--- src/design/fdtd_pkg.sv ---
// Shared types, constants and field widths of the FDTD electric-field update.
// Used by every module of the block; no dependencies.
package fdtd_pkg;

  localparam int FRAC_BITS_DEFAULT = 16;
  localparam int DATA_W            = 32;
  localparam int EPS_W             = 31;
  localparam int NUM_W             = 67;   // signed numerator: three products summed
  localparam int MAG_W             = 66;   // numerator magnitude
  localparam int QCLAMP_W          = 41;   // quotient magnitude clamp at 2^40
  localparam int IN_TDATA_W        = 224;
  localparam int OUT_TDATA_W       = 40;
  localparam int CFG_IDX_W         = 2;

  localparam logic [1:0] ACT_EX  = 2'd0;
  localparam logic [1:0] ACT_EY  = 2'd1;
  localparam logic [1:0] ACT_EZ  = 2'd2;
  localparam logic [1:0] ACT_NOP = 2'd3;

  localparam logic [1:0] ST_OK   = 2'd0;
  localparam logic [1:0] ST_SAT  = 2'd1;
  localparam logic [1:0] ST_ZERO = 2'd2;

  localparam logic [1:0] REG_DT = 2'd0;
  localparam logic [1:0] REG_DX = 2'd1;
  localparam logic [1:0] REG_DY = 2'd2;
  localparam logic [1:0] REG_DZ = 2'd3;

  // Item side info that rides along the divider.
  typedef struct packed {
    logic [DATA_W-1:0] field_old;
    logic              neg;
    logic              zero_eps;
    logic              skip;
  } side_t;

endpackage

--- src/design/fdtd_back.sv ---
// Final stage: signed add of the increment, saturation and status.
// Uses fdtd_pkg. One result register; the two-entry skid toward the receiver is in the top level.
module fdtd_back (
  input  logic                          clk,
  input  logic                          rst,
  input  logic                          en,
  input  logic                          in_valid,
  input  logic [fdtd_pkg::QCLAMP_W-1:0] quot,
  input  fdtd_pkg::side_t               side,
  output logic                          res_valid,
  output logic [fdtd_pkg::DATA_W-1:0]   res_field,
  output logic [1:0]                    res_status
);

  localparam int W  = fdtd_pkg::DATA_W;
  localparam int SW = fdtd_pkg::QCLAMP_W + 2;

  logic signed [SW-1:0] sum;
  logic [W-1:0]  field_next;
  logic [1:0]    status_next;

  assign sum = SW'(signed'(side.field_old))
             + (side.neg ? -SW'(quot) : SW'(quot));

  always_comb begin
    field_next  = side.field_old;
    status_next = side.zero_eps ? fdtd_pkg::ST_ZERO : fdtd_pkg::ST_OK;
    if (!side.skip) begin
      if (sum > SW'(32'sh7FFF_FFFF)) begin
        field_next  = 32'h7FFF_FFFF;
        status_next = fdtd_pkg::ST_SAT;
      end else if (sum < -SW'(33'sh0_8000_0000)) begin
        field_next  = 32'h8000_0000;
        status_next = fdtd_pkg::ST_SAT;
      end else begin
        field_next  = sum[W-1:0];
      end
    end
  end

  always_ff @(posedge clk) begin
    if (rst) begin
      res_valid <= 1'b0;
    end else if (en) begin
      res_valid <= in_valid;
    end
    if (en) begin
      res_field  <= field_next;
      res_status <= status_next;
    end
  end

endmodule

--- config.mk ---
export PLATFORM = sky130hd
export DESIGN_NAME = fdtd_back
export DESIGN_NICKNAME = d
export VERILOG_FILES = /design/src/design/fdtd_pkg.sv /design/src/design/fdtd_back.sv
export SDC_FILE = /design/constraint.sdc
export NUM_CORES = 1
export LEC_CHECK = 0
export BUFFER_PORTS_ARGS = -buffer_cell sky130_fd_sc_hd__buf_2
export CAP_MARGIN = 20
export CORE_MARGIN = 4
export CORE_UTILIZATION = 32
export CTS_BUF_LIST = sky130_fd_sc_hd__clkbuf_8
export DETAILED_ROUTE_END_ITERATION = 12
export PLACE_DENSITY = 0.54
export SLEW_MARGIN = 30
export SYNTH_ARGS = -nofsm -noshare
export SYNTH_HDL_FRONTEND = slang
export SYNTH_SLANG_ARGS = --single-unit
--- constraint.sdc ---
create_clock -name clk -period 6 [get_ports clk]
set_input_delay 1.2 -clock clk [delete_from_list [all_inputs] [get_ports clk]]
set_output_delay 1.2 -clock clk [all_outputs]
set_load 0.01 [all_outputs]
# Yosys cells after proc, flatten, opt, wreduce, memory -nomap -nowiden
# Cells that the tools add are included.
# W data, S select, Z words.
dict set report classes {
  add_sub_neg 2
  n_lt_le_gt_ge 2
  muxes 8
}
# op count
set ops {}
lappend ops {{$mux W32} 3}
lappend ops {{$add A43 B43 Y43} 1}
lappend ops {{$gt A43 B32 Y1 const B} 1}
lappend ops {{$lt A43 B32 Y1 const B} 1}
lappend ops {{$mux W43} 1}
lappend ops {{$neg A41 Y43} 1}
lappend ops {{$mux W2} 4}
dict set report word_totals {
  regBits 35
  output_inout_bits 35
  wordCells 15
}

# Depth between registers and ports, before layout
dict set report depth {
  word_depth 7
  ltp_mapped 22
  ltp_nobuf 20
}

# Worst setup path after synthesis
# Ideal clock, no wire load.
dict set report synth_timing {
  path_kind {input to register}
  start {input quot[14] (netlist bit)}
  end {register res_field[19] (netlist bit) (data pin)}
  arrival_ns 6.119
  required_time_ns 5.824
  setup_slack_ns -0.295
  stages 20
  path_buffers 1
  cell_sequence {or4_1 nor3_1 nand2b_1 or2_2 or3_1 or2_2 o41ai_1 xnor2_1 ha_1 a21oi_1 o21a_1 o21ai_0 a21o_1 a21o_1 or3_1 a2111oi_0 nor4b_2 nor2_2 buf_6 o311ai_2}
}
dict set report synth_between {
  elab_chain_cells 7
  word_cells_on_any_way 8
}
# item line
set synth_rtl {}
lappend synth_rtl {{start, declared} fdtd_back.sv:8} ;# input logic [fdtd_pkg::QCLAMP_W-1:0] quot,
lappend synth_rtl {{$neg A41 Y43} fdtd_back.sv:23} ;# + (side.neg ? -SW'(quot) : SW'(quot));
lappend synth_rtl {{$mux W43 *} fdtd_back.sv:23}
lappend synth_rtl {{$add A43 B43 Y43 *} fdtd_back.sv:23}
lappend synth_rtl {{$lt A43 B32 Y1} fdtd_back.sv:32} ;# end else if (sum < -SW'(33'sh0_8000_0000)) begin
lappend synth_rtl {{$mux W32} fdtd_back.sv:32}
lappend synth_rtl {{$mux W32 *} fdtd_back.sv:29} ;# if (sum > SW'(32'sh7FFF_FFFF)) begin
lappend synth_rtl {{$mux W32 *} fdtd_back.sv:28} ;# if (!side.skip) begin
lappend synth_rtl {{via field_next[19]} fdtd_back.sv:19} ;# logic [W-1:0] field_next;
lappend synth_rtl {{end signal, assigned} fdtd_back.sv:48} ;# res_field <= field_next;
lappend synth_rtl {{end, declared} fdtd_back.sv:11} ;# output logic [fdtd_pkg::DATA_W-1:0] res_field,
# The timed path passes the listed nets; every way through them passes the cells marked *.
# A chain may end at the register's enable or synchronous reset.

# Worst setup path in the final report
dict set report layout_timing {
  start {input quot[11] (netlist bit)}
  end {register res_field[17] (netlist bit) (data pin)}
}
# Same word-level chain as after synthesis.

==> impl_results.md <==
- Combinational power share: 70.4%
- Vias in the first global route: 6168
- Fraction of registers with async set/reset: 0%
- Register bit total from synthesis: 35
- Clock Pin Slew Worst Setup and Hold Paths: 0.07 ns
- Critical-path top delay cell: or4_4
- HP Class: flip-flop to flip-flop
- Internal Power: 0.934 mW
- Avg WL per Cell: 18.3 um
- H-tree depth: 2
- Final nets: 1090
- Remaining global-route overflow: 0
- Synth cell types: 62
- Critical Path End Type: flip-flop
- Min Tclk post-route: 6.05 ns
- Most common flop cell mapped by yosys: edfxtp_1
- Final hold violations: 0
- Root Driver: clkbuf_8
- Area growth from synthesis to layout: 60.9%
- Width of the chip: 137 um
- CP required: 6.00 ns
- FF/Latch Area: 1040 sq um
- Netlist Area Pre-Place: 5340 sq um
- Largest net degree at the start of global routing: 46
- Setup slack at placement: -0.650 ns
- Leakage power: 3.58 nW
- Clk Latency, worst-skew pair: 0.28 ns
- Post-synthesis sequential area ratio: 19.5%
- Seq pwr share: 19.8%
- Slew @ Worst Pin: 0.944 ns
- Max-slew violations: 0
- CTS max path bufs: 2
- Share of power burned in the clock network: 9.8%
- Post-Syn Area per Cell: 7.87 sq um
- Syn Inst Count: 679
- Core footprint: 16100 sq um
- Initial antenna violation count: 0
- Drt pass-1 iters: 5
- Num CTS Buffers: 5
- Cell Pwr Density: 192 nW/um^2
- Gr usage total: 21.1%
- Failing checks: setup timing
- Status: finished, violations left
- CTS tree: built
- Ranking of synthesized cells by area: edfxtp_1 19%, ha_1 12%, xnor2_1 10%, nand2_1 5.8%, o21ai_0 5.6%
- Fmax: 165 MHz
- Skew final: 0 ns
- Global-route wire length before repair: 31.7 mm
- Share of layout cells above drive strength 1: 45.9%
- Diodes inserted: 0
- Port bufs: 114
- Area of the multi-input gates: 5000 sq um
- Post-synth net total: 812
- Chip height: 137 um
- Top-level port count: 115
- Die footprint: 18800 sq um
- Highest-count cells in the layout ignoring fill and taps: 170 x buf_4, 110 x buf_2, 71 x nand2_1, 51 x xnor2_1, 48 x a21oi_1
- Crit Path Class: input pin to flip-flop
- Critical path data arrival time: 6.05 ns
- Placer Congestion: 0.968
- DRC violations left: 0
- Final WL: 21.4 mm
- P_sw: 0.713 mW
- Setup crit start kind: input pin
- VDD IR max: 0.131 mV
- PnR worst setup slack: -0.0468 ns
- Via-to-Cell Ratio: 5.48
- Max-cap violation count: 0
- Dpl cell area: 7350 sq um
- Unrepaired setup endpoints after global routing: yes
- Count of final setup violators: 12
- CP peak stage delay: 0.55 ns
- Vias: 6439
- Filler cell count: 1536
- Yosys warnings: 0
- Final instance area: 8590 sq um
- Worst-path fanout max: 5
- Max_slew headroom: 37.1%
- Post-DRT Antenna Nets: 0
- Iteration-0 DRC count of the detailed router: 534
- Overall power: 1.65 mW
- WP buf/inv: 5
- # hold bufs at CTS: 0
- CP delay by family, top: simple AND/OR/NAND/NOR gates
- Commonest non-fill, non-tap cell in the layout: buf_4
- Top-area cell type share of the netlist area: 19.1%
- Cell accounting for the most synthesized area: edfxtp_1
- Row count: 46
- Post-synth EDFFs: 34
- Clock sinks: 35
- Initial core utilization: 33.1%
- Switching Share: 43.3%
- Hpwl dp: 17.2 mm
- Final Util: 53.3%
- Worst path cell trace: buf_6 > or4_4 > nor3_4 > nand2b_4 > or2_4 > or3_4 > or2_4 > o41ai_4 > xnor2_2 > ha_4 > nand4_1 > nor4_2 > buf_4 > nand2_2 > nor3_2 > nor3_2 > xor2_1 > buf_4 > nand4_1 > o311ai_4 > buf_6 > clkbuf_16 > o311ai_2
- Post-route clock period utilization: 101%
-- kinds of logic after synthesis --
logic type | share of synthesized area [%]
AO/OA/AOI/OAI | 30.1
XOR/XNOR | 12.6
adder cells (fa/ha/maj) | 12.6
buffers and inverters | 3.51
flip-flops | 19.5
multiplexers | 0.562
AND/OR/NAND/NOR | 21.1
-- area by class of cell --
cell class              count  share of cell area, %
clock buffers               5                  0.801
clock inverters             3                  0.189
inverters                  16                  0.699
multi-input cells         598                   58.2
flip-flops and latches     35                   12.1
well taps                 216                   3.14
repair buffers            301                   24.9
-- worst register-to-register path, stage by stage, from the launching register on --
cell and delay [ns]:
dfxtp_1 0.31, mux2i_1 0.11, nor2_1 0.06
-- power by group through the flow --
stage	combinational [mW]	clock (mW)	sequential [mW]
after floorplan	0.501	0	0.352
after global placement	0.926	0	0.331
after detailed placement	0.938	0	0.332
after CTS	0.990	0.163	0.327
after global routing	1.25	0.173	0.330
final	1.16	0.161	0.326
-- synthesized netlist by cell type, drive strengths merged (6+ instances only) --
cell type / instances
o21bai: 7
and3: 7
nor2: 44
a31oi: 16
nand2: 82
nor3: 18
clkbuf: 26
a21o: 11
nand4: 15
a211oi: 7
o21ai: 60
nand3: 10
edfxtp: 34
xnor2: 63
o211ai: 6
or3: 13
nor4: 7
xor2: 14
o31ai: 16
nand2b: 8
a21oi: 59
o311ai: 20
inv: 16
ha: 52
-- path summary, 6_finish.rpt --
| check | start | end | slack [ns] | cells after the start |
|---|---|---|---|---|
| max | quot[11] | res_field[17]$_DFFE_PP_ | -0.05 | 23 |
| min | res_valid$_SDFFE_PP0P_ | res_valid$_SDFFE_PP0P_ | 0.50 | 2 |
| max reg2reg | res_valid$_SDFFE_PP0P_ | res_valid$_SDFFE_PP0P_ | 5.42 | 2 |
| min reg2reg | res_valid$_SDFFE_PP0P_ | res_valid$_SDFFE_PP0P_ | 0.50 | 2 |
-- metal layers --
metal  wire length (um)  track usage [%]  up-vias  share of wire (%)
met1               9740             30.3     2994                 45
met2               9860             34.1      274                 46
met4                371             4.60        0                1.7
li1                   -                -     3140                  -
met3               1470             2.63       31                6.9
met5                  0                0        -                  0
-- sequential cells by signal, indices dropped and copies added, names as in the netlist --
register / flops
res_status: 2
res_field: 32
res_valid: 1
-- per-stage QoR --
stage | std cells | TNS (ns) | hold WS, ns
2_1_floorplan | 679 | -1.44 | 0.528
3_3_place_gp | 1139 | -15.78 | 0.468
3_5_place_dp | 1139 | -19.00 | 0.487
4_1_cts | 1153 | 0 | 0.505
5_1_grt | 1174 | -3.56 | 0.561
6_report | 1174 | -0.247 | 0.500
-- timing repair --
item	4_1_cts	5_1_grt
resized for setup	43	147
setup buffers	5	18
cloned	1	4
pin swaps	35	47
endpoints found under the setup margin	33	33
Note: power is estimated with default switching activity, not from simulation.
